**config.mk**
```make
export PLATFORM = sky130hd
export DESIGN_NAME = pcm_normalize_box_downsampler_unit
export DESIGN_NICKNAME = d
export VERILOG_FILES = /design/src/design/pnbd_pkg.sv /design/src/design/pnbd_front.sv /design/src/design/pnbd_fifo.sv /design/src/design/pnbd_div.sv /design/src/design/pnbd_back.sv /design/src/design/pcm_normalize_box_downsampler_unit.sv
export SDC_FILE = /design/constraint.sdc
export NUM_CORES = 2
export LEC_CHECK = 0
export BUFFER_PORTS_ARGS = -buffer_cell sky130_fd_sc_hd__buf_4
export CAP_MARGIN = 20
export CORE_MARGIN = 2
export CORE_UTILIZATION = 45
export DETAILED_ROUTE_END_ITERATION = 7
export GPL_TIMING_DRIVEN = 0
export PLACE_DENSITY_LB_ADDON = 0.25
export SETUP_SLACK_MARGIN = 0.15
export SLEW_MARGIN = 20
export SYNTH_ARGS = -nofsm -noshare
export SYNTH_HDL_FRONTEND = slang
export SYNTH_SLANG_ARGS = --single-unit
export TNS_END_PERCENT = 1
```
**constraint.sdc**
```tcl
create_clock -name clk -period 9 [get_ports clk]
set_input_delay 0.45 -clock clk [delete_from_list [all_inputs] [get_ports clk]]
set_output_delay 0.45 -clock clk [all_outputs]
set_load 0.005 [all_outputs]
```
**src/design/pnbd_pkg.sv**
```systemverilog
// Shared types, constants and helper functions for the PCM box downsampler.
package pnbd_pkg;

  localparam int FRAC_BITS = 16;
  localparam int SAMPLE_W  = 16;
  localparam int NORM_W    = 24;
  localparam int ACC_W     = 44;
  localparam int RATIO_W   = 21;
  localparam int INV_W     = 17;
  localparam int CFG_IDX_W = 2;
  localparam int PROD_W    = NORM_W + INV_W;
  localparam int HALF_W    = ACC_W / 2;

  localparam logic [RATIO_W-1:0] ONE_FIX     = RATIO_W'(1) << FRAC_BITS;
  localparam logic [RATIO_W-1:0] RATIO_RESET = ONE_FIX;
  localparam logic [INV_W-1:0]   INV_RESET   = INV_W'(1) << FRAC_BITS;

  typedef enum logic [CFG_IDX_W-1:0] {
    CFG_INPUT_FORMAT = 2'd0,
    CFG_STEREO       = 2'd1,
    CFG_STEP_RATIO   = 2'd2,
    CFG_INV_RATIO    = 2'd3
  } pnbd_cfg_idx_t;

  typedef struct packed {
    logic signed [SAMPLE_W-1:0] left_sample;
    logic signed [SAMPLE_W-1:0] right_sample;
    logic                       last_frame;
  } pnbd_in_t;

  typedef struct packed {
    logic signed [SAMPLE_W-1:0] left_out;
    logic signed [SAMPLE_W-1:0] right_out;
    logic                       run_end;
  } pnbd_out_t;

  typedef struct packed {
    logic               input_format;
    logic               stereo;
    logic [RATIO_W-1:0] step_ratio;
    logic [INV_W-1:0]   inv_ratio;
  } pnbd_cfg_t;

  typedef struct packed {
    logic               restart;
    logic [RATIO_W-1:0] ratio;
  } pnbd_restart_t;

  typedef struct packed {
    logic              bypass;
    logic              last;
    logic [NORM_W-1:0] xl;
    logic [NORM_W-1:0] xr;
  } pnbd_job_t;

  typedef enum logic [3:0] {
    S_IDLE,
    S_BYP,
    S_WMUL,
    S_WACC,
    S_SLO,
    S_SHI,
    S_SSUM,
    S_RMUL,
    S_RSET,
    S_EMIT1,
    S_ADD,
    S_FLUSH,
    S_DIV,
    S_EMIT2
  } pnbd_state_t;

  // 16-bit signed or 8-bit unsigned sample to 24-bit offset binary
  function automatic logic [NORM_W-1:0] normalize(input logic fmt8,
                                                  input logic [SAMPLE_W-1:0] raw);
    logic [NORM_W-1:0] v;
    if (fmt8) begin
      v = {raw[7:0], 16'h0000};
    end else begin
      v = {~raw[15], raw[14:0], 8'h00};
    end
    return v;
  endfunction

  // 24-bit offset binary to signed 16-bit, saturating on overflow
  function automatic logic [SAMPLE_W-1:0] to_s16(input logic ovf,
                                                 input logic [NORM_W-1:0] v);
    logic [SAMPLE_W-1:0] r;
    if (ovf) begin
      r = 16'h7FFF;
    end else begin
      r = v[NORM_W-1:8] ^ 16'h8000;
    end
    return r;
  endfunction

endpackage

```
**src/design/pnbd_front.sv**
```systemverilog
// Front end: takes input items, normalizes samples and classifies bypass.
module pnbd_front (
  input  logic                  in_valid,
  output logic                  in_stall,
  input  pnbd_pkg::pnbd_in_t    in_data,
  input  pnbd_pkg::pnbd_cfg_t   cfg,
  input  logic                  q_full,
  output logic                  q_push,
  output pnbd_pkg::pnbd_job_t   q_job
);
  import pnbd_pkg::*;

  assign in_stall = q_full;
  assign q_push   = in_valid && !q_full;

  always_comb begin
    q_job.bypass = (cfg.step_ratio <= ONE_FIX);
    q_job.last   = in_data.last_frame;
    q_job.xl     = normalize(cfg.input_format, in_data.left_sample);
    // mono drops the right sample here
    q_job.xr     = cfg.stereo ? normalize(cfg.input_format, in_data.right_sample)
                              : '0;
  end

endmodule

```
**src/design/pnbd_fifo.sv**
```systemverilog
// Two-entry queue of classified items between front and back.
module pnbd_fifo (
  input  logic                clk,
  input  logic                rst_n,
  input  logic                push,
  input  pnbd_pkg::pnbd_job_t push_job,
  input  logic                pop,
  output pnbd_pkg::pnbd_job_t head,
  output logic                full,
  output logic                empty
);
  import pnbd_pkg::*;

  pnbd_job_t  ent_r [2];
  logic       wr_ptr_r, wr_ptr_nxt;
  logic       rd_ptr_r, rd_ptr_nxt;
  logic [1:0] cnt_r, cnt_nxt;

  assign full  = (cnt_r == 2'd2);
  assign empty = (cnt_r == 2'd0);
  assign head  = ent_r[rd_ptr_r];

  always_comb begin
    wr_ptr_nxt = push ? ~wr_ptr_r : wr_ptr_r;
    rd_ptr_nxt = pop ? ~rd_ptr_r : rd_ptr_r;
    cnt_nxt    = cnt_r + 2'(push) - 2'(pop);
  end

  always_ff @(posedge clk) begin
    if (!rst_n) begin
      wr_ptr_r <= 1'b0;
      rd_ptr_r <= 1'b0;
      cnt_r    <= 2'd0;
    end else begin
      wr_ptr_r <= wr_ptr_nxt;
      rd_ptr_r <= rd_ptr_nxt;
      cnt_r    <= cnt_nxt;
    end
  end

  always_ff @(posedge clk) begin
    if (push) begin
      ent_r[wr_ptr_r] <= push_job;
    end
  end

endmodule

```
**src/design/pnbd_div.sv**
```systemverilog
// Restoring divider, one quotient bit per cycle, for the flush average.
module pnbd_div (
  input  logic                          clk,
  input  logic                          rst_n,
  input  logic                          start,
  input  logic [pnbd_pkg::ACC_W-1:0]    dividend,
  input  logic [pnbd_pkg::RATIO_W-1:0]  divisor,
  output logic                          done,
  output logic [pnbd_pkg::ACC_W-1:0]    quotient
);
  import pnbd_pkg::*;

  localparam int CNT_W = $clog2(ACC_W);

  logic                busy_r, busy_nxt;
  logic                done_r, done_nxt;
  logic [CNT_W-1:0]    cnt_r, cnt_nxt;
  logic [ACC_W-1:0]    dq_r, dq_nxt;
  logic [RATIO_W-1:0]  rem_r, rem_nxt;
  logic [RATIO_W-1:0]  dvs_r, dvs_nxt;
  logic [RATIO_W:0]    trial;
  logic                ge;

  assign trial    = {rem_r, dq_r[ACC_W-1]};
  assign ge       = (trial >= {1'b0, dvs_r});
  assign done     = done_r;
  assign quotient = dq_r;

  always_comb begin
    busy_nxt = busy_r;
    done_nxt = 1'b0;
    cnt_nxt  = cnt_r;
    dq_nxt   = dq_r;
    rem_nxt  = rem_r;
    dvs_nxt  = dvs_r;
    if (start) begin
      busy_nxt = 1'b1;
      cnt_nxt  = '0;
      dq_nxt   = dividend;
      rem_nxt  = '0;
      dvs_nxt  = divisor;
    end else if (busy_r) begin
      // shift in the next dividend bit, subtract when it fits
      rem_nxt = ge ? RATIO_W'(trial - {1'b0, dvs_r}) : trial[RATIO_W-1:0];
      dq_nxt  = {dq_r[ACC_W-2:0], ge};
      cnt_nxt = cnt_r + 1'b1;
      if (cnt_r == CNT_W'(ACC_W - 1)) begin
        busy_nxt = 1'b0;
        done_nxt = 1'b1;
      end
    end
  end

  always_ff @(posedge clk) begin
    if (!rst_n) begin
      busy_r <= 1'b0;
      done_r <= 1'b0;
      cnt_r  <= '0;
    end else begin
      busy_r <= busy_nxt;
      done_r <= done_nxt;
      cnt_r  <= cnt_nxt;
    end
  end

  always_ff @(posedge clk) begin
    dq_r  <= dq_nxt;
    rem_r <= rem_nxt;
    dvs_r <= dvs_nxt;
  end

endmodule

```
**src/design/pnbd_back.sv**
```systemverilog
// Back end: weighting, accumulation, scaling, flush and the output register.
module pnbd_back (
  input  logic                   clk,
  input  logic                   rst_n,
  input  pnbd_pkg::pnbd_cfg_t    cfg,
  input  pnbd_pkg::pnbd_restart_t rst_ctl,
  input  pnbd_pkg::pnbd_job_t    q_head,
  input  logic                   q_empty,
  output logic                   q_pop,
  output logic                   out_valid,
  input  logic                   out_stall,
  output pnbd_pkg::pnbd_out_t    out_data
);
  import pnbd_pkg::*;

  pnbd_state_t          state_r, state_nxt;
  logic                 ch_r, ch_nxt;
  pnbd_job_t            job_r, job_nxt;
  logic [RATIO_W-1:0]   frac_r, frac_nxt;
  logic [ACC_W-1:0]     accl_r, accl_nxt;
  logic [ACC_W-1:0]     accr_r, accr_nxt;
  logic [PROD_W-1:0]    prod_r, prod_nxt;
  logic [PROD_W-3:0]    lo_r, lo_nxt;
  logic [SAMPLE_W-1:0]  resl_r, resl_nxt;
  logic [SAMPLE_W-1:0]  resr_r, resr_nxt;
  logic                 out_valid_r, out_valid_nxt;
  pnbd_out_t            out_data_r, out_data_nxt;

  logic [NORM_W-1:0]    x_sel;
  logic [ACC_W-1:0]     acc_sel;
  logic [INV_W-1:0]     rest;
  logic [RATIO_W-1:0]   weight;
  logic [NORM_W-1:0]    mul_a;
  logic [INV_W-1:0]     mul_b;
  logic [PROD_W-1:0]    mul_p;
  logic [ACC_W+INV_W:0] scale_sum;
  logic [SAMPLE_W-1:0]  scaled16;
  logic [SAMPLE_W-1:0]  div16;
  logic                 slot_free;
  logic                 more_ch;
  logic                 div_start;
  logic                 div_done;
  logic [ACC_W-1:0]     div_q;

  assign x_sel     = ch_r ? job_r.xr : job_r.xl;
  assign acc_sel   = ch_r ? accr_r : accl_r;
  assign rest      = INV_W'(ONE_FIX - {5'b0, frac_r[FRAC_BITS-1:0]});
  assign weight    = (cfg.step_ratio >= frac_r) ? cfg.step_ratio - frac_r : '0;
  assign slot_free = !out_valid_r || !out_stall;
  assign more_ch   = cfg.stereo && !ch_r;
  assign mul_p     = {{INV_W{1'b0}}, mul_a} * {{NORM_W{1'b0}}, mul_b};

  // high partial product weighs 2^22, then drop the 2*FRAC_BITS fraction bits
  assign scale_sum = {prod_r[PROD_W-3:0], {HALF_W{1'b0}}} +
                     {{(HALF_W+1){1'b0}}, lo_r};
  assign scaled16  = to_s16(|scale_sum[ACC_W+INV_W:2*FRAC_BITS+NORM_W],
                            scale_sum[2*FRAC_BITS +: NORM_W]);
  assign div16     = to_s16(|div_q[ACC_W-1:NORM_W], div_q[NORM_W-1:0]);

  assign out_valid = out_valid_r;
  assign out_data  = out_data_r;

  pnbd_div u_div (
    .clk      (clk),
    .rst_n    (rst_n),
    .start    (div_start),
    .dividend (acc_sel),
    .divisor  (weight),
    .done     (div_done),
    .quotient (div_q)
  );

  always_comb begin
    unique case (state_r)
      S_WMUL: begin
        mul_a = x_sel;
        mul_b = {1'b0, frac_r[FRAC_BITS-1:0]};
      end
      S_SLO: begin
        mul_a = {2'b0, acc_sel[HALF_W-1:0]};
        mul_b = cfg.inv_ratio;
      end
      S_SHI: begin
        mul_a = {2'b0, acc_sel[ACC_W-1:HALF_W]};
        mul_b = cfg.inv_ratio;
      end
      S_RMUL: begin
        mul_a = x_sel;
        mul_b = rest;
      end
      default: begin
        mul_a = '0;
        mul_b = '0;
      end
    endcase
  end

  always_comb begin
    state_nxt     = state_r;
    ch_nxt        = ch_r;
    job_nxt       = job_r;
    frac_nxt      = frac_r;
    accl_nxt      = accl_r;
    accr_nxt      = accr_r;
    prod_nxt      = prod_r;
    lo_nxt        = lo_r;
    resl_nxt      = resl_r;
    resr_nxt      = resr_r;
    out_valid_nxt = out_valid_r && out_stall;
    out_data_nxt  = out_data_r;
    q_pop         = 1'b0;
    div_start     = 1'b0;

    unique case (state_r)
      S_IDLE: begin
        if (!q_empty && !rst_ctl.restart) begin
          q_pop   = 1'b1;
          job_nxt = q_head;
          ch_nxt  = 1'b0;
          if (q_head.bypass) begin
            state_nxt = S_BYP;
          end else if (frac_r < ONE_FIX) begin
            state_nxt = S_WMUL;
          end else begin
            state_nxt = S_ADD;
          end
        end
      end
      S_BYP: begin
        if (slot_free) begin
          out_valid_nxt          = 1'b1;
          out_data_nxt.left_out  = to_s16(1'b0, job_r.xl);
          out_data_nxt.right_out = cfg.stereo ? to_s16(1'b0, job_r.xr) : '0;
          out_data_nxt.run_end   = 1'b1;
          state_nxt              = S_IDLE;
        end
      end
      S_WMUL: begin
        prod_nxt  = mul_p;
        state_nxt = S_WACC;
      end
      S_WACC: begin
        if (ch_r) begin
          accr_nxt = accr_r + ACC_W'(prod_r);
        end else begin
          accl_nxt = accl_r + ACC_W'(prod_r);
        end
        state_nxt = S_SLO;
      end
      S_SLO: begin
        prod_nxt  = mul_p;
        state_nxt = S_SHI;
      end
      S_SHI: begin
        lo_nxt    = prod_r[PROD_W-3:0];
        prod_nxt  = mul_p;
        state_nxt = S_SSUM;
      end
      S_SSUM: begin
        if (ch_r) begin
          resr_nxt = scaled16;
        end else begin
          resl_nxt = scaled16;
        end
        if (more_ch) begin
          ch_nxt    = 1'b1;
          state_nxt = S_WMUL;
        end else begin
          ch_nxt    = 1'b0;
          state_nxt = S_RMUL;
        end
      end
      S_RMUL: begin
        prod_nxt  = mul_p;
        state_nxt = S_RSET;
      end
      S_RSET: begin
        // leftover weight of this frame opens the next output
        if (ch_r) begin
          accr_nxt = ACC_W'(prod_r);
        end else begin
          accl_nxt = ACC_W'(prod_r);
        end
        if (more_ch) begin
          ch_nxt    = 1'b1;
          state_nxt = S_RMUL;
        end else begin
          ch_nxt    = 1'b0;
          frac_nxt  = cfg.step_ratio - RATIO_W'(rest);
          state_nxt = S_EMIT1;
        end
      end
      S_EMIT1: begin
        if (slot_free) begin
          out_valid_nxt          = 1'b1;
          out_data_nxt.left_out  = resl_r;
          out_data_nxt.right_out = cfg.stereo ? resr_r : '0;
          out_data_nxt.run_end   = !job_r.last;
          state_nxt              = job_r.last ? S_FLUSH : S_IDLE;
        end
      end
      S_ADD: begin
        accl_nxt = accl_r + ACC_W'({job_r.xl, {FRAC_BITS{1'b0}}});
        if (cfg.stereo) begin
          accr_nxt = accr_r + ACC_W'({job_r.xr, {FRAC_BITS{1'b0}}});
        end
        frac_nxt  = frac_r - ONE_FIX;
        state_nxt = job_r.last ? S_FLUSH : S_IDLE;
      end
      S_FLUSH: begin
        if (weight == '0) begin
          resl_nxt  = '0;
          resr_nxt  = '0;
          state_nxt = S_EMIT2;
        end else begin
          div_start = 1'b1;
          state_nxt = S_DIV;
        end
      end
      S_DIV: begin
        if (div_done) begin
          if (ch_r) begin
            resr_nxt = div16;
          end else begin
            resl_nxt = div16;
          end
          if (more_ch) begin
            ch_nxt    = 1'b1;
            state_nxt = S_FLUSH;
          end else begin
            state_nxt = S_EMIT2;
          end
        end
      end
      S_EMIT2: begin
        if (slot_free) begin
          out_valid_nxt          = 1'b1;
          out_data_nxt.left_out  = resl_r;
          out_data_nxt.right_out = cfg.stereo ? resr_r : '0;
          out_data_nxt.run_end   = 1'b1;
          frac_nxt               = cfg.step_ratio;
          accl_nxt               = '0;
          accr_nxt               = '0;
          ch_nxt                 = 1'b0;
          state_nxt              = S_IDLE;
        end
      end
      default: begin
        state_nxt = S_IDLE;
      end
    endcase

    // a ratio write restarts the run
    if (rst_ctl.restart) begin
      frac_nxt = rst_ctl.ratio;
      accl_nxt = '0;
      accr_nxt = '0;
    end
  end

  always_ff @(posedge clk) begin
    if (!rst_n) begin
      state_r     <= S_IDLE;
      ch_r        <= 1'b0;
      frac_r      <= RATIO_RESET;
      accl_r      <= '0;
      accr_r      <= '0;
      out_valid_r <= 1'b0;
    end else begin
      state_r     <= state_nxt;
      ch_r        <= ch_nxt;
      frac_r      <= frac_nxt;
      accl_r      <= accl_nxt;
      accr_r      <= accr_nxt;
      out_valid_r <= out_valid_nxt;
    end
  end

  always_ff @(posedge clk) begin
    job_r      <= job_nxt;
    prod_r     <= prod_nxt;
    lo_r       <= lo_nxt;
    resl_r     <= resl_nxt;
    resr_r     <= resr_nxt;
    out_data_r <= out_data_nxt;
  end

`ifndef SYNTH
  a_frac_le_ratio: assert property (@(posedge clk) disable iff (!rst_n)
    frac_r <= cfg.step_ratio)
    else $error("remaining fraction above step ratio");

  a_mono_right_zero: assert property (@(posedge clk) disable iff (!rst_n)
    out_valid_r && !cfg.stereo |-> out_data_r.right_out == '0)
    else $error("mono result carries a right sample");

  a_div_done_in_div: assert property (@(posedge clk) disable iff (!rst_n)
    div_done |-> state_r == S_DIV)
    else $error("divider finished outside flush");

  a_weight_below_one: assert property (@(posedge clk) disable iff (!rst_n)
    state_r == S_WMUL |-> frac_r < ONE_FIX)
    else $error("partial weight step with full fraction");
`endif

endmodule

```
**src/design/pcm_normalize_box_downsampler_unit.sv**
```systemverilog
// Top level of the PCM normalize and box-filter downsampler.
//
// Input channel in_valid/in_stall carries one PCM frame per item (left,
// right, last_frame). The front normalizes samples to 24-bit offset binary
// and queues them in a two-entry queue; the back runs them one at a time.
// Result channel out_valid/out_stall carries 0, 1 or 2 results per frame;
// run_end marks the last result of a frame.
// Work per item, from queue pop: bypass (ratio <= 1.0) sends the sample; a frame
// that only accumulates adds into the accumulators; a frame that closes an output
// weighs, scales and sets the remainder per channel, all on the single shared
// 24x17 multiplier. A last frame then flushes each channel through the restoring
// divider, one quotient bit per cycle, and sends the flush result.
// Configuration cfg_valid/cfg_ready is always ready; write only while idle.
// Writing the step ratio reloads the fraction and clears the accumulators.
// Reset (rst_n low, synchronous) gives 16-bit mono, ratio 1.0, empty queue.
// A stalled receiver holds the output register; the back waits for it and
// the queue then fills and raises in_stall.
module pcm_normalize_box_downsampler_unit (
  input  logic                               clk,
  input  logic                               rst_n,
  input  logic                               in_valid,
  output logic                               in_stall,
  input  pnbd_pkg::pnbd_in_t                 in_data,
  output logic                               out_valid,
  input  logic                               out_stall,
  output pnbd_pkg::pnbd_out_t                out_data,
  input  logic                               cfg_valid,
  output logic                               cfg_ready,
  input  logic [pnbd_pkg::CFG_IDX_W-1:0]     cfg_index,
  input  logic [pnbd_pkg::RATIO_W-1:0]       cfg_wdata
);
  import pnbd_pkg::*;

  pnbd_cfg_t     cfg_r, cfg_nxt;
  pnbd_restart_t rst_ctl;
  pnbd_job_t     push_job;
  pnbd_job_t     q_head;
  logic          q_push;
  logic          q_pop;
  logic          q_full;
  logic          q_empty;
  logic          cfg_we;

  assign cfg_ready = 1'b1;
  assign cfg_we    = cfg_valid && cfg_ready;

  always_comb begin
    cfg_nxt         = cfg_r;
    rst_ctl.restart = 1'b0;
    rst_ctl.ratio   = cfg_wdata;
    if (cfg_we) begin
      unique case (pnbd_cfg_idx_t'(cfg_index))
        CFG_INPUT_FORMAT: cfg_nxt.input_format = cfg_wdata[0];
        CFG_STEREO:       cfg_nxt.stereo       = cfg_wdata[0];
        CFG_STEP_RATIO: begin
          cfg_nxt.step_ratio = cfg_wdata;
          rst_ctl.restart    = 1'b1;
        end
        CFG_INV_RATIO:    cfg_nxt.inv_ratio    = cfg_wdata[INV_W-1:0];
        default:          cfg_nxt              = cfg_r;
      endcase
    end
  end

  always_ff @(posedge clk) begin
    if (!rst_n) begin
      cfg_r.input_format <= 1'b0;
      cfg_r.stereo       <= 1'b0;
      cfg_r.step_ratio   <= RATIO_RESET;
      cfg_r.inv_ratio    <= INV_RESET;
    end else begin
      cfg_r <= cfg_nxt;
    end
  end

  pnbd_front u_front (
    .in_valid (in_valid),
    .in_stall (in_stall),
    .in_data  (in_data),
    .cfg      (cfg_r),
    .q_full   (q_full),
    .q_push   (q_push),
    .q_job    (push_job)
  );

  pnbd_fifo u_fifo (
    .clk      (clk),
    .rst_n    (rst_n),
    .push     (q_push),
    .push_job (push_job),
    .pop      (q_pop),
    .head     (q_head),
    .full     (q_full),
    .empty    (q_empty)
  );

  pnbd_back u_back (
    .clk       (clk),
    .rst_n     (rst_n),
    .cfg       (cfg_r),
    .rst_ctl   (rst_ctl),
    .q_head    (q_head),
    .q_empty   (q_empty),
    .q_pop     (q_pop),
    .out_valid (out_valid),
    .out_stall (out_stall),
    .out_data  (out_data)
  );

endmodule
```
# Yosys cells after proc, flatten, opt, wreduce, memory -nomap -nowiden
# Memories as Yosys holds them, arrays and structs flattened. A register that Yosys moved wholly into a read port is not among the register bits.
# Cells that the tools add are included.
[op_classes]
multipliers = 1
muxes = 74
bitwise_logic = 10
n_eq_ne = 37
add_sub_neg = 13
order_cmp = 4
n_reduce_logical = 46
[op_table]
columns = ["operator", "count"]
rows = [
  ["two-way mux 44 bit", 9],
  ["one-hot mux 44 bit (4 select lines)", 2],
  ["two-way mux 16 bit", 11],
  ["two-way mux 21 bit", 5],
  ["two-way mux 33 bit", 3],
  ["one-hot mux 33 bit (3 select lines)", 1],
  ["two-way mux 24 bit", 4],
  ["one-hot mux 16 bit (3 select lines)", 2],
  ["adder 44 x 40 -> 44 bit", 2],
  ["adder 44 x 41 -> 44 bit", 2],
  ["one-hot mux 24 bit (3 select lines)", 1],
  ["one-hot mux 21 bit (3 select lines)", 1],
  ["adder 61 x 39 -> 62 bit", 1],
  ["one-hot mux 4 bit (13 select lines)", 1],
  ["one-hot mux 17 bit (3 select lines)", 1],
  ["subtractor 21 bit", 2],
  ["multiplier 24 x 17 -> 41 bit", 1],
  ["two-way mux 4 bit", 8],
  ["equality test 4 bit, second input constant", 6],
  [">= comparator 22 x 21 -> 1 bit", 1],
  ["two-way mux 1 bit", 22],
  ["inequality test 2 x 1 -> 1 bit, second input constant", 11],
  [">= comparator 21 bit", 1],
  ["less-or-equal comparator 21 x 17 -> 1 bit, second input constant", 1],
  ["37 further kinds", 86],
]
[word_totals]
output_inout_bits = 36
regBits = 447
input_bits = 61
ramBits = 100
elab_cells = 215
memories = 1
[memory_table]
columns = ["name", "depth", "word_bits", "rd", "rd_ports_with_merged_regs", "wr", "line", "text"]
rows = [
  ["u_fifo.ent_r", 2, 50, 1, 1, 1, "pnbd_fifo.sv:14", "pnbd_job_t ent_r [2];"],
]

# Depth between registers and ports, before layout
[logic_depth]
depth_word = 9
depth_mapped = 33
mapped_depth_nobuf = 31

# Hierarchy
# A second synthesis with hierarchy kept.
[hier_totals]
cells_unflattened = 5017
hier_area_um2 = 46722.3
[by_module_without_submodules]
columns = ["module", "cells_each", "instances", "area_per_inst_um2"]
rows = [
  ["pnbd_back", 4175, 1, 35585.4],
  ["pnbd_div", 433, 1, 4938.5],
  ["pnbd_fifo", 177, 1, 4090.2],
  ["pcm_normalize_box_downsampler_unit", 159, 1, 1567.8],
  ["pnbd_front", 73, 1, 540.5],
]

# Least setup slack after synthesis
# Ideal clock, no wire load.
[synth_timing]
kind = "register to register"
startpoint = "reg u_back.frac_r[1]"
endpoint = "reg u_back.prod_r[40] (data pin)"
stages_incl_launch_ff = 29
arrival_time_ns = 7.903
n_path_buf = 1
path_slack_ns = 0.832
cell_sequence = "dfxtp_1 > inv_1 > ha_1 > nand4_1 > or3_1 > clkbuf_1 > nor4_1 > nor3_1 > a221oi_1 > nor2_1 > fa_1 > fa_1 > fa_1 > fa_1 > fa_1 > inv_1 > fa_1 > inv_1 > ha_1 > o21ai_0 > nor2_1 > o21a_1 > o2111ai_1 > a31oi_1 > o41ai_1 > o21a_1 > a211oi_1 > a311oi_1 > xnor2_1"
[synth_via]
elab_chain_len = 3
[synth_lines]
columns = ["element", "line", "text"]
rows = [
  ["start, declared", "pnbd_back.sv:19", "logic [RATIO_W-1:0] frac_r, frac_nxt;"],
  ["start signal, assigned", "pnbd_back.sv:272", "frac_r <= frac_nxt;"],
  ["subtractor 17 x 16 -> 17 bit", "pnbd_back.sv:47", "assign rest = INV_W'(ONE_FIX - {5'b0, frac_r[FRAC_BITS-1:0]});"],
  ["one-hot mux 17 bit (3 select lines) (*)", "pnbd_back.sv:74", "unique case (state_r)"],
  ["multiplier 24 x 17 -> 41 bit (*)", "pnbd_back.sv:51", "assign mul_p = {{INV_W{1'b0}}, mul_a} * {{NORM_W{1'b0}}, mul_b};"],
  ["via u_back.mul_p[40]", "pnbd_back.sv:35", "logic [PROD_W-1:0] mul_p;"],
  ["end signal, assigned", "pnbd_back.sv:281", "prod_r <= prod_nxt;"],
  ["end, declared", "pnbd_back.sv:22", "logic [PROD_W-1:0] prod_r, prod_nxt;"],
]
# Mark *: on every way through the listed nets, which the timed path passes. The rest lies on a longest branch.
# A chain may end at the register's enable or synchronous reset.

# Worst setup path after layout
[layout_timing]
startpoint = "reg u_back.ch_r"
endpoint = "reg u_back.prod_r[38] (data pin)"
[layout_via]
elab_chain_len = 3
word_cells_on_any_way = 4
[layout_lines]
columns = ["element", "line", "text"]
rows = [
  ["start, declared", "pnbd_back.sv:17", "logic ch_r, ch_nxt;"],
  ["start signal, assigned", "pnbd_back.sv:271", "ch_r <= ch_nxt;"],
  ["two-way mux 24 bit or two-way mux 44 bit (tied branches)", "pnbd_back.sv:45, pnbd_back.sv:46", ""],
  ["one-hot mux 24 bit (3 select lines) (*)", "pnbd_back.sv:74", ""],
  ["multiplier 24 x 17 -> 41 bit (*)", "pnbd_back.sv:51", ""],
  ["via u_back.mul_p[38]", "pnbd_back.sv:35", ""],
]
# Marks and branches as above.

==> flow_summary_export.csv <==
group,metric,value,unit
floorplan,io_pins,97,
clocking,cts.path.max_buffers,3,
floorplan,dieArea,99000,µm²
clocking,clk_pin_slew,0.06,ns
drt,wl_per_cell,24.2,µm
worst_setup_path,cp-endpoint,"u_back.prod_r[38]$_DFFE_PP_",
yosys,synth_edf_count,289,
clocking,cts_max_level,2,
timing,rsz0062_at_grt,"false",
drt,final_antenna_net_count,0,
yosys,async_flop_share,0,%
timing,setup_ws,0.367,ns
power,peakVddDrop,0.197,mV
timing,finalCritPeriodShare,95.9,%
floorplan,die_h,315,µm
placed_design,globalplace.congestion,1.01,
worst_setup_path,cp-startpoint,"u_back.ch_r$_SDFFE_PN0P_",
floorplan,die_w,315,µm
placed_design,dp_cells,6140,
clocking,cts_tree,"built",
placed_design,portBuffers,94,
timing,finalMaxSlewViolations,0,
placed_design,preCtsSetupSlack,-1.94,ns
worst_setup_path,crit_top_cell,"fa_1",
clocking,cts-root-buf,"clkbuf_16",
drt,dr.pass1.iters,8,
worst_setup_path,reg2reg_depth,28,
power,powerDensity,212,nW/µm²
final_layout,finalNetCount,5661,
yosys,synth-seq-cells,478,
timing,fmax,116,MHz
timing,relSlewSlack,21.3,%
worst_setup_path,crit_path_end_kind,"flop",
hold_path,hp-class,"in -> reg",
hold_path,hold_depth,3,
global_route,grt_max_degree,31,
timing,fin_tns_setup,0,ns
worst_setup_path,r2r-start,"u_back.ch_r$_SDFFE_PN0P_",
floorplan,coreArea,95300,µm²
timing,clock_skew,0.0566,ns
drt,dr.first_iter.drc_count,4207,
yosys,avgSynthCellArea,9.13,µm²
floorplan,initial_utilization,45.6,%
worst_setup_path,reg2reg_setup_slack,0.37,ns
global_route,antenna_found_initial,2,
drt,wirelength,151,mm
yosys,synth_top_flop_cell,"edfxtp_1",
power,leakage,21.3,nW
global_route,first_global_vias,35600,
yosys,synth_area,43400,µm²
worst_setup_path,start_kind,"flop",
global_route,grt_pass1_wl,225,mm
worst_setup_path,cpPeakStageDelay,0.56,ns
timing,setup_viol,0,
yosys,synth_cell_types,93,
clocking,clk_latency,0.68,ns
timing,period_needed,8.63,ns
outcome,violations,"design-rule violations",
global_route,grt_use_total,30.1,%
final_layout,drive_gt1_share,10.7,%
placed_design,post-dp-hpwl,120,mm
worst_setup_path,crit_type,"reg -> reg",
worst_setup_path,crit_path_max_fanout,10,
final_layout,design_area,48600,µm²
worst_setup_path,arrival,9.04,ns
drt,vias,37500,
drt,routed_via_density,5.98,
timing,worst_pin_slew,1.15,ns
timing,final_hold_viol_count,0,
final_layout,final_cells,6267,
yosys,netlist_instances,4758,
final_layout,syn_to_final_growth,12.0,%
clocking,clkSinkCount,478,
global_route,grt-ovfl-total,0,
yosys,ys_warn_count,0,
floorplan,num_rows,113,
flow_run,drv_cap,0,
clocking,cts_buffers,56,
worst_setup_path,timing.rr.end,"u_back.prod_r[38]$_DFFE_PP_",
worst_setup_path,crit_path_top_delay_cell,"clkdlybuf4s18_2",
yosys,syn_nets,5463,
worst_setup_path,critPathRequiredTime,9.41,ns
outcome,status,"complete, but fails checks",
placed_design,place_area,46000,µm²
power,p_total,10.3,mW
drt,drc,1,
yosys,synth-seq-area-share,28.7,%
[registers in the layout (all words and copies together) (netlist names), 2 cells and up, named ones only]
name                   flops
u_back.resl_r             16
u_back.state_r             4
u_back.frac_r             21
u_back.u_div.quotient     44
u_back.u_div.dvs_r        21
u_fifo.cnt_r               2
u_back.accl_r             44
u_back.u_div.rem_r        21
cfg_r                     40
u_back.accr_r             44
u_back.lo_r               17
u_back.prod_r             41
u_back.out_data           33
u_back.u_div.cnt_r         6
u_back.job_r              33
u_fifo.ent_r              68
u_back.resr_r             16
[logic make-up (layout without fill, tap and decap cells)]
| kind of cell | Yosys count | in the layout | synth area share (%) |
|---|---|---|---|
| other cells | 1 | 2 | 0.00863 |
| flops | 478 | 478 | 28.7 |
| fa+ha+maj | 644 | 644 | 24.4 |
| compound gates | 1103 | 1103 | 16.9 |
| simple gates | 1394 | 1394 | 14.6 |
| xor+xnor | 198 | 198 | 3.99 |
| mux | 185 | 185 | 4.79 |
| buf+inv | 755 | 998 | 6.70 |
[layout by cell type (no fill, tap or decap), types with 51 or more instances in the layout]
cell         n
ha_1       307
xor2_1      69
dfxtp_1    189
a21o_1      98
buf_4      130
fa_1       336
nor2b_1     67
clkbuf_1   145
mux2i_1     53
mux2_2     115
a21oi_1    258
a21boi_0    63
nand3_1     51
nor2_1     314
inv_1      526
nor3_1      59
o21ai_0    219
xnor2_1    128
edfxtp_1   289
and2_1      93
a221oi_1    57
nand2_1    611
clkbuf_16   56
[worst max-delay path, delay by kind of cell (launching register included)]
kind / cells / cell delay [ns]
adders and majority gates: 7 / 3.44
AOI/OAI and AO/OA: 9 / 2.28
buffers and inverters: 8 / 1.50
DFF: 1 / 0.38
muxes: 1 / 0.32
and+or+nand+nor: 2 / 0.30
xor gates and xnor gates: 1 / 0.15
[synthesized netlist by cell type, types with 30 or more instances]
cell | number | area [µm²]
a211oi_1 | 46 | 345
a21boi_0 | 63 | 473
a21o_1 | 98 | 736
a21oi_1 | 259 | 1300
a221oi_1 | 61 | 534
a22oi_1 | 39 | 293
a31oi_1 | 30 | 188
and2_1 | 93 | 582
and3_1 | 35 | 219
clkbuf_1 | 198 | 743
dfxtp_1 | 189 | 3780
edfxtp_1 | 289 | 8680
fa_1 | 336 | 6730
ha_1 | 308 | 3850
inv_1 | 529 | 1990
mux2_2 | 115 | 1290
mux2i_1 | 53 | 531
nand2_1 | 615 | 2310
nand3_1 | 52 | 260
nand4_1 | 37 | 231
nor2_1 | 321 | 1200
nor2b_1 | 67 | 419
nor3_1 | 61 | 305
o211ai_1 | 33 | 248
o21a_1 | 44 | 330
o21ai_0 | 227 | 1140
xnor2_1 | 129 | 1130
xor2_1 | 69 | 604
[per-stage QoR]
step / utilization, % / hold WS (ns)
final: 51.0 / 0.105
after global routing: 51.0 / 0.0959
after CTS: 50.8 / 0.0817
after detailed placement: 48.3 / 0.462
after global placement: 48.0 / 0.454
after floorplan: - / 0.441
[report_power, final]
part	total, mW	internal (mW)	switching (mW)	leakage, nW
Combinational	4.70	1.77	2.92	16.1
Sequential	3.23	2.75	0.478	4.21
Clock	2.39	1.34	1.05	0.899
Total	10.3	5.86	4.45	21.3
[how the worst min path moves through the flow]
stage                                        start                             endpoint  slack [ns]
2_1_floorplan  u_back.u_div.rem_r[20]$_SDFFE_PP0P_  u_back.u_div.rem_r[20]$_SDFFE_PP0P_        0.44
3_3_place_gp   u_back.u_div.rem_r[20]$_SDFFE_PP0P_  u_back.u_div.rem_r[20]$_SDFFE_PP0P_        0.45
3_5_place_dp   u_back.u_div.rem_r[20]$_SDFFE_PP0P_  u_back.u_div.rem_r[20]$_SDFFE_PP0P_        0.46
4_1_cts                                 in_data[7]        u_fifo.ent_r[0][14]$_DFFE_PP_        0.08
5_1_grt                                in_data[26]        u_fifo.ent_r[1][41]$_DFFE_PP_         0.1
6_report                             cfg_wdata[17]               cfg_r[34]$_SDFFE_PN0P_        0.10
[final cells by class]
type	instances	area (µm²)
fillers	9023	46700
clock buffers	66	1450
well taps	1265	1580
inverters	530	1990
multi-input cells	3525	28500
plain buffers	224	1080
clock inverters	37	439
flip-flops and latches	478	12500
diodes	1	2.50
repair buffers	141	1130
[per-layer routing]
layer / track usage (%) / vias to the layer above / routed length, µm
met3: 5.66 / 371 / 14700
met1: 41.3 / 18400 / 63000
met4: 12.8 / 6 / 7090
met5: 0 / - / 44
met2: 46.6 / 1845 / 66600
li1: - / 16900 / -
[what timing repair did]
action	4_1_cts	5_1_grt
pin swaps	9	13
setup buffers	9	14
hold buffers	1	0
resized for setup	143	60
hold endpoints to repair	2	0
endpoints found under the setup margin	25	10
cloned	0	0
(Power assumes the default switching activity.)
